===== src/design/line_raster_to_page_buffer_macros.svh =====
// assertion macros for the line rasterizer
// used by modules that need clk and rst_n in scope
`ifndef LINE_RASTER_TO_PAGE_BUFFER_MACROS_SVH
`define LINE_RASTER_TO_PAGE_BUFFER_MACROS_SVH

// same-cycle implication
`define LRPB_ASSERT_NOW(lbl, ante, cons, msg) \
  lbl: assert property (@(posedge clk) disable iff (!rst_n) (ante) |-> (cons)) \
    else $error(msg);

// next-cycle implication
`define LRPB_ASSERT_NEXT(lbl, ante, cons, msg) \
  lbl: assert property (@(posedge clk) disable iff (!rst_n) (ante) |=> (cons)) \
    else $error(msg);

`endif


===== src/design/lrpb_pkg.sv =====
// shared types and constants for the line rasterizer
// no dependencies
package lrpb_pkg;

  localparam int unsigned COORD_W = 8;
  localparam int unsigned ERR_W   = 12;
  localparam int unsigned RADDR_W = 10;
  localparam int unsigned DATA_W  = 8;
  localparam int unsigned ACT_W   = 2;

  localparam logic [ACT_W-1:0] ACT_LINE = 2'd0;
  localparam logic [ACT_W-1:0] ACT_FILL = 2'd1;
  localparam logic [ACT_W-1:0] ACT_READ = 2'd2;

  localparam logic [DATA_W-1:0] BYTE_ON  = 8'hFF;
  localparam logic [DATA_W-1:0] BYTE_OFF = 8'h00;

  localparam int unsigned PAGE_ROWS = 8;

  typedef struct packed {
    logic [COORD_W-1:0]      x;
    logic [COORD_W-1:0]      y;
    logic [COORD_W-1:0]      ex;
    logic [COORD_W-1:0]      ey;
    logic [COORD_W-1:0]      dx;
    logic [COORD_W-1:0]      dy;
    logic                    sx_neg;
    logic                    sy_neg;
    logic signed [ERR_W-1:0] err;
  } walk_t;

  typedef struct packed {
    logic [COORD_W-1:0]      x;
    logic [COORD_W-1:0]      y;
    logic signed [ERR_W-1:0] err;
    logic                    last;
  } step_t;

endpackage


===== src/design/lrpb_step.sv =====
// one bresenham error-term step, shared by every pixel of a line
// depends on lrpb_pkg
module lrpb_step import lrpb_pkg::*; (
  input  walk_t cur,
  output step_t nxt
);

  logic signed [ERR_W:0]   twice;
  logic signed [ERR_W:0]   neg_dy;
  logic signed [ERR_W:0]   pos_dx;
  logic                    x_move;
  logic                    y_move;
  logic signed [ERR_W-1:0] err_a;

  assign twice  = {cur.err, 1'b0};
  assign neg_dy = -$signed({{(ERR_W+1-COORD_W){1'b0}}, cur.dy});
  assign pos_dx = $signed({{(ERR_W+1-COORD_W){1'b0}}, cur.dx});
  assign x_move = twice > neg_dy;
  assign y_move = twice < pos_dx;

  always_comb begin
    err_a = x_move ? cur.err - $signed({{(ERR_W-COORD_W){1'b0}}, cur.dy}) : cur.err;
    nxt.err = y_move ? err_a + $signed({{(ERR_W-COORD_W){1'b0}}, cur.dx}) : err_a;
    nxt.x = cur.x;
    nxt.y = cur.y;
    if (x_move) begin
      nxt.x = cur.sx_neg ? cur.x - 8'd1 : cur.x + 8'd1;
    end
    if (y_move) begin
      nxt.y = cur.sy_neg ? cur.y - 8'd1 : cur.y + 8'd1;
    end
    nxt.last = (cur.x == cur.ex) && (cur.y == cur.ey);
  end

endmodule


===== config.mk =====
export PLATFORM = sky130hd
export DESIGN_NAME = lrpb_step
export DESIGN_NICKNAME = d
export VERILOG_FILES = /design/src/design/line_raster_to_page_buffer_macros.svh /design/src/design/lrpb_pkg.sv /design/src/design/lrpb_step.sv
export SDC_FILE = /design/constraint.sdc
export NUM_CORES = 1
export LEC_CHECK = 0
export BUFFER_PORTS_ARGS = -buffer_cell sky130_fd_sc_hd__buf_2
export CORE_ASPECT_RATIO = 1.4
export CORE_MARGIN = 4
export CORE_UTILIZATION = 30
export DETAILED_ROUTE_END_ITERATION = 10
export SLEW_MARGIN = 10
export SYNTH_ARGS = -nofsm -noshare
export SYNTH_HDL_FRONTEND = slang
export SYNTH_SLANG_ARGS = --single-unit

===== constraint.sdc =====
create_clock -name vclk -period 10.57
set_input_delay 0.5285 -clock vclk [all_inputs]
set_output_delay 0.5285 -clock vclk [all_outputs]
set_load 0.05 [all_outputs]

==> results.tsv, run 1 <==
metric	value	unit
Setup violations, final	0	
final wirelength	6.68	mm
worst hold endpoint	nxt[20]	
CP Cell Sequence	buf_2, inv_1, ha_1, inv_1, nor4_1, ha_1, nand4_1, nor3_2, a221o_1, o221a_4, mux2_4, ha_1, a21o_1, a21oi_1, nand2b_1, a21oi_1, o41a_1, o211ai_2, or3_1, nand3_1, buf_2	
Antenna diodes	0	
grt ovf	0	
post-synth cell types	46	
placer's final routability congestion estimate	0.823	
Syn Inst Count	322	
vias in the first global route	2701	
worst path buffer plus inverter count	4	
DR vias	2579	
Syn Area/Cell	7.61	µm²
most used cell, CP	ha_1	
largest net degree at the start of global routing	27	
Leakage	1.47	nW
hold_sp	cur[53]	
CP startpoint kind	primary input	
synthesized area	0.00245	mm²
first-pass GRT wire length	11.7	mm
Die Width	84.4	µm
sequential share of the synthesized area	0	%
final core utilization	38.2	%
# nets final	525	
hpwl dp	6.05	mm
initial drt markers	30	
max-slew violation count	0	
residual DRC count	0	
Period minus WS final	5.55	ns
number of setup buffers added after CTS	0	
Max-slew headroom	29.7	%
Setup Crit Path Kind	primary input to output port	
Pre-antenna DRT Iters	4	
Worst path max stage delay	0.40	ns
max-cap check violation count	0	
CTS Hold Bufs	0	
initial antenna violation count	0	
CP required	10.04	ns
area grow syn2layout	22.4	%
status	finished, final reports clean	
sequential cell count	0	
Warnings, synthesis	0	
VDD IR-drop max	0.0509	mV
Post-DRT Antenna Nets	0	
IO Pins	91	
hold-critical path depth	3	
I/O Buffers	91	
CP top delay family	simple AND/OR/NAND/NOR gates	
actual slew at the worst max-slew pin	1.05	ns
total negative slack	0	ns
worst hold-check path type	primary input to output port	
RSZ-0062 raised after global routing	no	
CP endpoint kind	output port	
Starting Density	31.2	%
Total GRT Usage	13.9	%
final hold violation count	0	
die area	0.00970	mm²
core area	0.00785	mm²
FF+latch area	0	µm²
Critical Path Slowest Stage Cell	nor4_1	
drt wl/cell	13.1	µm
CP max FO	22	
WP data arrival	5.03	ns
layout cells sized above 1	28.4	%
Tcrit/Tclk final	52.6	%
site row count	38	
Die Y	115	µm
Synthesized Nets	437	
total power	0.250	mW
power per cell area	83.2	mW/mm²
Resized cells post-CTS	0	
Via-to-Cell Ratio	5.08	
Peak Freq	0.180	GHz
clkbuf count	0	
==> cells in the final DEF, fill, tap and decap left out, drive strengths merged, types with 2 or more instances in the layout <==
cell	n
a21o	8
xor2	7
nand2	13
fa	4
a21oi	30
inv	34
ha	49
mux2	16
or3	5
nor4	4
nand4	8
a211oi	4
xnor2	42
o21a	6
o21ai	12
nor2	31
o21bai	6
buf	91
nor3	4
a31oi	2
o211ai	5
a221oi	2
nand2b	3
nand3	5
nor2b	3
==> how the worst max path moves through the flow <==
stage	start	cells past startpoint	to
6_report	cur[15]	21	nxt[12]
5_1_grt	cur[16]	23	nxt[11]
4_1_cts	cur[16]	21	nxt[12]
3_5_place_dp	cur[16]	21	nxt[12]
3_3_place_gp	cur[16]	21	nxt[12]
2_1_floorplan	cur[17]	20	nxt[11]
==> cell usage after synthesis (all sizes together), types with 2 or more instances <==
| library cell | n | area share (%) |
|---|---|---|
| nand3 | 5 | 1.0 |
| a21oi | 30 | 6.1 |
| o21a | 6 | 1.8 |
| or3 | 5 | 1.3 |
| nor2b | 3 | 0.77 |
| a31oi | 2 | 0.77 |
| o211ai | 5 | 1.7 |
| a211oi | 4 | 1.2 |
| ha | 49 | 25 |
| fa | 4 | 3.3 |
| nor2 | 31 | 4.7 |
| xor2 | 7 | 2.5 |
| mux2 | 16 | 7.8 |
| o21ai | 12 | 2.5 |
| nor3 | 4 | 1.0 |
| xnor2 | 42 | 15 |
| nand4 | 8 | 2.0 |
| buf | 4 | 1.3 |
| a21o | 8 | 2.5 |
| nor4 | 4 | 1.0 |
| nand2 | 13 | 2.0 |
| inv | 34 | 5.2 |
| o21bai | 6 | 1.8 |
| a221oi | 2 | 0.71 |
| nand2b | 3 | 0.77 |
==> power breakdown <==
group          internal [mW]  switching [mW]  leakage, nW  total [mW]
Combinational         0.0893           0.160         1.47       0.250
Sequential                 0               0            0           0
Clock                      0               0            0           0
Total                 0.0893           0.160         1.47       0.250
==> routing by layer <==
| layer | wire [µm] | share of wire, % | GRT usage [%] | up-vias |
|---|---|---|---|---|
| met2 | 3560 | 53 | 29.3 | 82 |
| met4 | 53 | 0.79 | 1.06 | 0 |
| met1 | 2620 | 39 | 15.3 | 1152 |
| met3 | 446 | 6.7 | 1.43 | 6 |
| met5 | 0 | 0 | 0 | - |
| li1 | - | - | - | 1339 |
==> final cells by class <==
cell class         count  area (µm²)
well taps            100         125
multi-input cells    283        2290
inverters             34         128
repair buffers        91         455
fillers              834        4850
==> worst min-delay path, cell delays in order <==
cell and delay [ns]:
buf_2 0.11, xnor2_1 0.07, buf_2 0.20
==> stage by stage <==
step | hold WS [ns] | worst slack (ns) | instances | cell area, µm²
after global placement | 1.43 | 5.14 | 508 | 3000
after global routing | 1.45 | 4.59 | 508 | 3000
final | 1.44 | 5.02 | 508 | 3000
after CTS | 1.44 | 5.03 | 508 | 3000
after floorplan | 1.33 | 5.11 | 322 | 2450
after detailed placement | 1.43 | 5.05 | 508 | 3000
==> cell families (layout without fill, tap and decap cells) <==
| logic type | Yosys count | count (layout) | share of synthesized area (%) |
|---|---|---|---|
| mux | 17 | 17 | 8.22 |
| simple gates | 81 | 81 | 16.2 |
| compound gates | 83 | 83 | 22.8 |
| fa+ha+maj | 53 | 53 | 28.3 |
| buf+inv | 39 | 125 | 6.69 |
| xor+xnor | 49 | 49 | 17.8 |
(Power assumes the default switching activity.)
==> run 2: changes to the inputs <==
- clock period: 10.57 -> 4.5 ns (I/O delays scaled with it)
==> run 2 against run 1 <==
The run now ends with negative setup slack left. Core utilization rose by 5.7 points. First-iteration DRC count rose by 40%. Die area did not move.
==> results.tsv, run 2 (synthesis results as in run 1) <==
metric	value	unit	change
area grow syn2layout	40.7	%	
CP Cell Sequence	buf_6, inv_2, nand4_1, or4_4, xnor2_2, ha_1, nand2_2, nor3_2, a221o_1, o221a_4, mux2_4, ha_4, a21o_1, a21oi_2, nand2b_4, a21oi_4, o41a_1, o211ai_2, or3_1, nand3_1, buf_6		
# nets final	559		+6.5%
hold-critical path depth	3		unchanged
status	finished with violations		
Antenna diodes	0		unchanged
Critical Path Slowest Stage Cell	or4_4		
DR vias	2712		+5.2%
Worst path max stage delay	0.58	ns	+0.18 ns
Total GRT Usage	14.3	%	+0.39 points
VDD IR-drop max	0.165	mV	+220%
Peak Freq	0.221	GHz	
core area	0.00785	mm²	unchanged
hold_ws	0.829	ns	-0.608 ns
power per cell area	196	mW/mm²	+140%
failing checks	negative setup slack		
sequential cell count	0		unchanged
Setup Crit Path Kind	primary input to output port		
final wirelength	7.23	mm	+8.4%
post-route cell area	0.00345	mm²	+15%
Post-DRT Antenna Nets	0		unchanged
vias in the first global route	2794		+3.4%
# fillers	841		+0.84%
IO Pins	91		unchanged
most used cell, CP	buf_6		
worst hold-check path type	primary input to output port		
Multi-input gate area	0.00242	mm²	+5.6%
Pre-antenna DRT Iters	7		+3
I/O Buffers	91		unchanged
Die Y	115	µm	unchanged
most frequent cells in the layout	buf_2, ha_1, xnor2_1		
CP top delay family	simple AND/OR/NAND/NOR gates		
placer's final routability congestion estimate	0.854		+3.8%
Period minus WS final	4.52	ns	
worst path buffer plus inverter count	3		-1
final hold violation count	0		unchanged
FF+latch area	0	µm²	unchanged
site row count	38		unchanged
Starting Density	31.2	%	unchanged
first-pass GRT wire length	12.0	mm	+2.9%
initial antenna violation count	0		unchanged
initial drt markers	42		+40%
Leakage	1.69	nW	+15%
clkbuf count	0		unchanged
dpl cell area	0.00323	mm²	+7.6%
residual DRC count	0		unchanged
CP endpoint kind	output port		
commonest non-fill, non-tap cell in the layout	buf_2		
Die Width	84.4	µm	unchanged
CP max FO	6		-73%
grt ovf	0		unchanged
largest net degree at the start of global routing	27		unchanged
max-cap check violation count	0		unchanged
layout cells sized above 1	40.0	%	+12 points
WP data arrival	4.30	ns	-0.73 ns
actual slew at the worst max-slew pin	0.384	ns	-0.670 ns
max-slew violation count	0		unchanged
CP required	4.28	ns	-5.76 ns
Max-slew headroom	73.8	%	+44 points
total power	0.677	mW	+170%
hpwl dp	6.36	mm	+5.1%
Tcrit/Tclk final	101	%	
stages on the worst setup path	21		unchanged
Setup violations, final	2		+2
drt wl/cell	13.3	µm	+1.6%
CTS Hold Bufs	0		unchanged
Via-to-Cell Ratio	5.00		-1.4%
RSZ-0062 raised after global routing	yes		
final worst slack	-0.0238	ns	-5.04 ns
die area	0.00970	mm²	unchanged
CP startpoint kind	primary input		
-- run 2: cell count changes in the layout (fill, tap and decap cells not counted), moves of 3 or more --
cell / before / now
buf_2: 91 / 79
buf_6: 0 / 8
a21oi_1: 30 / 25
inv_1: 34 / 30
inv_2: 0 / 4
buf_4: 0 / 36
nor2_2: 0 / 3
a21oi_2: 0 / 4
nor2_1: 31 / 27
-- run 2: timing repair --
| item | 4_1_cts | 5_1_grt |
|---|---|---|
| pin swaps | 0 | 14 |
| buffers inserted | 0 | 6 |
| gates cloned | 0 | 0 |
| gates resized for setup | 9 | 42 |
| endpoints found under the setup margin | 6 | 7 |
-- run 2: cell type report --
class                           instances  area share, %
Inverter                               34           3.70
Tap cell                              100           3.63
Timing Repair Buffer                  125           22.6
Multi-Input combinational cell        283           70.1
-- run 2: layer usage --
layer	vias up	track usage [%]	wire [µm]
met5	-	0	0
met3	4	1.79	445
li1	1397	-	-
met1	1236	14.9	2740
met2	75	30.9	3990
met4	0	1.06	58
-- run 2: final timing paths --
check / start / to / slack [ns]
worst min-delay path: cur[53] / nxt[20] / 0.83
worst max-delay path: cur[18] / nxt[12] / -0.02
-- run 2: power breakdown --
part	internal [mW]	switching (mW)
Sequential	0	0
Clock	0	0
Combinational	0.274	0.403
-- run 2: tightest hold or removal path, stage by stage --
cell and delay, ns:
buf_2 0.11, xnor2_1 0.07, buf_2 0.20
-- run 2: metrics by stage --
stage | setup WS, ns | utilization (%) | cells | setup TNS [ns]
after global routing | -0.191 | 44.0 | 542 | -0.974
final | -0.0238 | 44.0 | 542 | -0.0299
after global placement | -0.0320 | 41.1 | 536 | -0.0652
after floorplan | -0.0499 | - | 322 | -0.0499
after CTS | 0.00802 | 41.6 | 536 | 0
after detailed placement | -0.0880 | 41.1 | 536 | -0.216
==> run 3: changes to the inputs <==
- ABC_AREA: not set -> 1
==> run 3 against run 2 <==
The flow now finishes without violations. Worst setup slack improved by 0.30 ns. Synthesized cell count is 40% higher. Worst hold slack better by 0.057 ns. Die area is 9.8% higher. Power down 3.6%. Non-clock buffer count decreased by 10. Critical path depth up 8. Flip-flop and latch count did not move. Cell area is 4.7% higher. Largest power group unchanged. Sequential share of layout area unchanged. Cell count grew 23%.
==> results.tsv, run 3 <==
metric	value	unit	change
IO Pins	91		unchanged
die area	0.0107	mm²	+9.8%
area leader, netlist	ha_1		
Warnings, synthesis	0		unchanged
first-pass GRT wire length	13.2	mm	+10%
core area	0.00871	mm²	+11%
sequential share of the synthesized area	0	%	unchanged
placer's final routability congestion estimate	0.887		+3.8%
FF+latch area	0	µm²	unchanged
WP data arrival	3.99	ns	-0.31 ns
Combinational Power Share	100.0	%	about the same
dpl cell area	0.00339	mm²	+5.1%
CP required	4.28	ns	about the same
VDD IR-drop max	0.0981	mV	-41%
Sw Ratio	64.8	%	+5.2 points
DR vias	3207		+18%
most used cell, CP	nand2_1		
most frequent cells in the layout	nand2_1, buf_2, inv_1		
power per cell area	181	mW/mm²	-7.9%
max-cap check violation count	0		unchanged
Clock power frac	0	%	unchanged
hpwl dp	7.26	mm	+14%
largest net degree at the start of global routing	28		+3.7%
Leakage	1.99	nW	+18%
Via-to-Cell Ratio	4.82		-3.8%
status	finished, final reports clean		
vias in the first global route	3191		+14%
RSZ-0062 raised after global routing	yes		
max-slew violation count	0		unchanged
initial antenna violation count	0		unchanged
layout cells sized above 1	29.1	%	-11 points
# nets final	678		+21%
Die Width	88.4	µm	+4.7%
Layout Cells excl Fill	666		+23%
clkbuf count	0		unchanged
synth cell count leaders	nand2_1, inv_1, ha_1		
Total GRT Usage	14.8	%	+0.51 points
residual DRC count	0		unchanged
initial drt markers	89		+110%
actual slew at the worst max-slew pin	0.377	ns	-0.00664 ns
drt wl/cell	12.6	µm	-5.6%
Die Y	121	µm	+4.9%
switching power	0.423	mW	+4.9%
crit path capture	nxt[10]		
Starting Density	31.2	%	-0.080 points
Placed Instances	660		+23%
Critical Path Slowest Stage Cell	ha_1		
post-synth cell types	34		-26%
total power	0.653	mW	-3.6%
CP endpoint kind	output port		
area grow syn2layout	33.1	%	
Peak Freq	0.237	GHz	+7.2%
commonest non-fill, non-tap cell in the layout	nand2_1		
count leader, synth	nand2_1		
Setup Crit Path Kind	primary input to output port		
Worst path max stage delay	0.31	ns	-0.27 ns
Antenna diodes	0		unchanged
post-route cell area	0.00361	mm²	+4.7%
Syn Inst Count	451		+40%
Max-slew headroom	74.6	%	+0.87 points
Syn Area/Cell	6.02	µm²	-21%
Pre-antenna DRT Iters	4		-3
Synth top area share	22.6	%	-2.4 points
Period minus WS final	4.22	ns	-0.304 ns
final hold violation count	0		unchanged
Post-DRT Antenna Nets	0		unchanged
Pint	0.230	mW	-16%
total negative slack	0	ns	+0.0299 ns
Setup violations, final	0		-2
worst hold-check path type	primary input to output port		
Worst Setup SP	cur[16]		
synthesized area	0.00271	mm²	+11%
CP startpoint kind	primary input		
sequential cell count	0		unchanged
Synthesized Nets	566		+30%
final core utilization	41.5	%	-2.5 points
CP max FO	11		+5
I/O Buffers	91		unchanged
CTS Hold Bufs	0		unchanged
site row count	40		+5.3%
Reg power frac	0	%	unchanged
Tcrit/Tclk final	93.8	%	-6.8 points
final wirelength	8.39	mm	+16%
grt ovf	0		unchanged
Area contributors post-synth	ha_1, nand2_1, inv_1		
run 3: cell types whose count changed in the layout (fill, tap and decap cells not counted), sizes merged, moves of 10 or more:
cell   before  now
buf       124  114
inv        34   69
mux2       16    0
nand2      13  127
nand3       5   26
o21ai      12   34
xnor2      42   22
xor2        7   23
run 3: area by class of cell:
class	instances	area, µm²
Fill cell	967	5100
Inverter	69	259
Multi-Input combinational cell	377	2550
Tap cell	105	131
Timing Repair Buffer	115	672
run 3: timing repair:
item,CTS,global route
setup endpoints to repair,0,8
gates resized for setup,0,45
buffers inserted,0,6
run 3: worst min path at each step:
stage	slack (ns)	endpoint	start	depth (start not counted)
2_1_floorplan	0.68	nxt[23]	cur[56]	2
3_5_place_dp	0.89	nxt[20]	cur[53]	4
5_1_grt	0.91	nxt[20]	cur[53]	4
3_3_place_gp	0.88	nxt[20]	cur[53]	4
4_1_cts	0.89	nxt[20]	cur[53]	4
6_report	0.89	nxt[20]	cur[53]	4
run 3: cell families after synthesis:
kind of cell / count (synthesis) / share of synthesized area (%)
compound gates: 69 / 14.8
fa+ha+maj: 53 / 25.5
xor+xnor: 45 / 14.5
buf+inv: 74 / 11.7
simple gates: 210 / 33.5
run 3: through the flow:
| stage | hold slack (ns) | setup slack [ns] |
|---|---|---|
| 2_1_floorplan | 0.675 | 0.00949 |
| 3_3_place_gp | 0.877 | 0.119 |
| 3_5_place_dp | 0.892 | 0.0511 |
| 4_1_cts | 0.894 | 0.0442 |
| 5_1_grt | 0.911 | -0.0611 |
| 6_report | 0.886 | 0.280 |
run 3: power groups by stage:
stage                     registers [mW]  clock network, mW  logic [mW]
after floorplan                        0                  0       0.447
after global placement                 0                  0       0.604
after detailed placement               0                  0       0.610
after CTS                              0                  0       0.615
after global routing                   0                  0       0.716
final                                  0                  0       0.653
run 3: metal layers:
metal / part of all wire (%) / track usage [%]
met4: 0.52 / 1.32
met2: 55 / 31.2
met5: 0 / 0
met1: 39 / 15.7
met3: 4.9 / 1.09
run 3: worst max-delay path, delay by kind of cell:
family	cells	cell delay (ns)
simple gates	13	1.28
fa+ha+maj	2	0.55
buf+inv	7	0.89
compound gates	5	0.74
xor+xnor	2	0.31
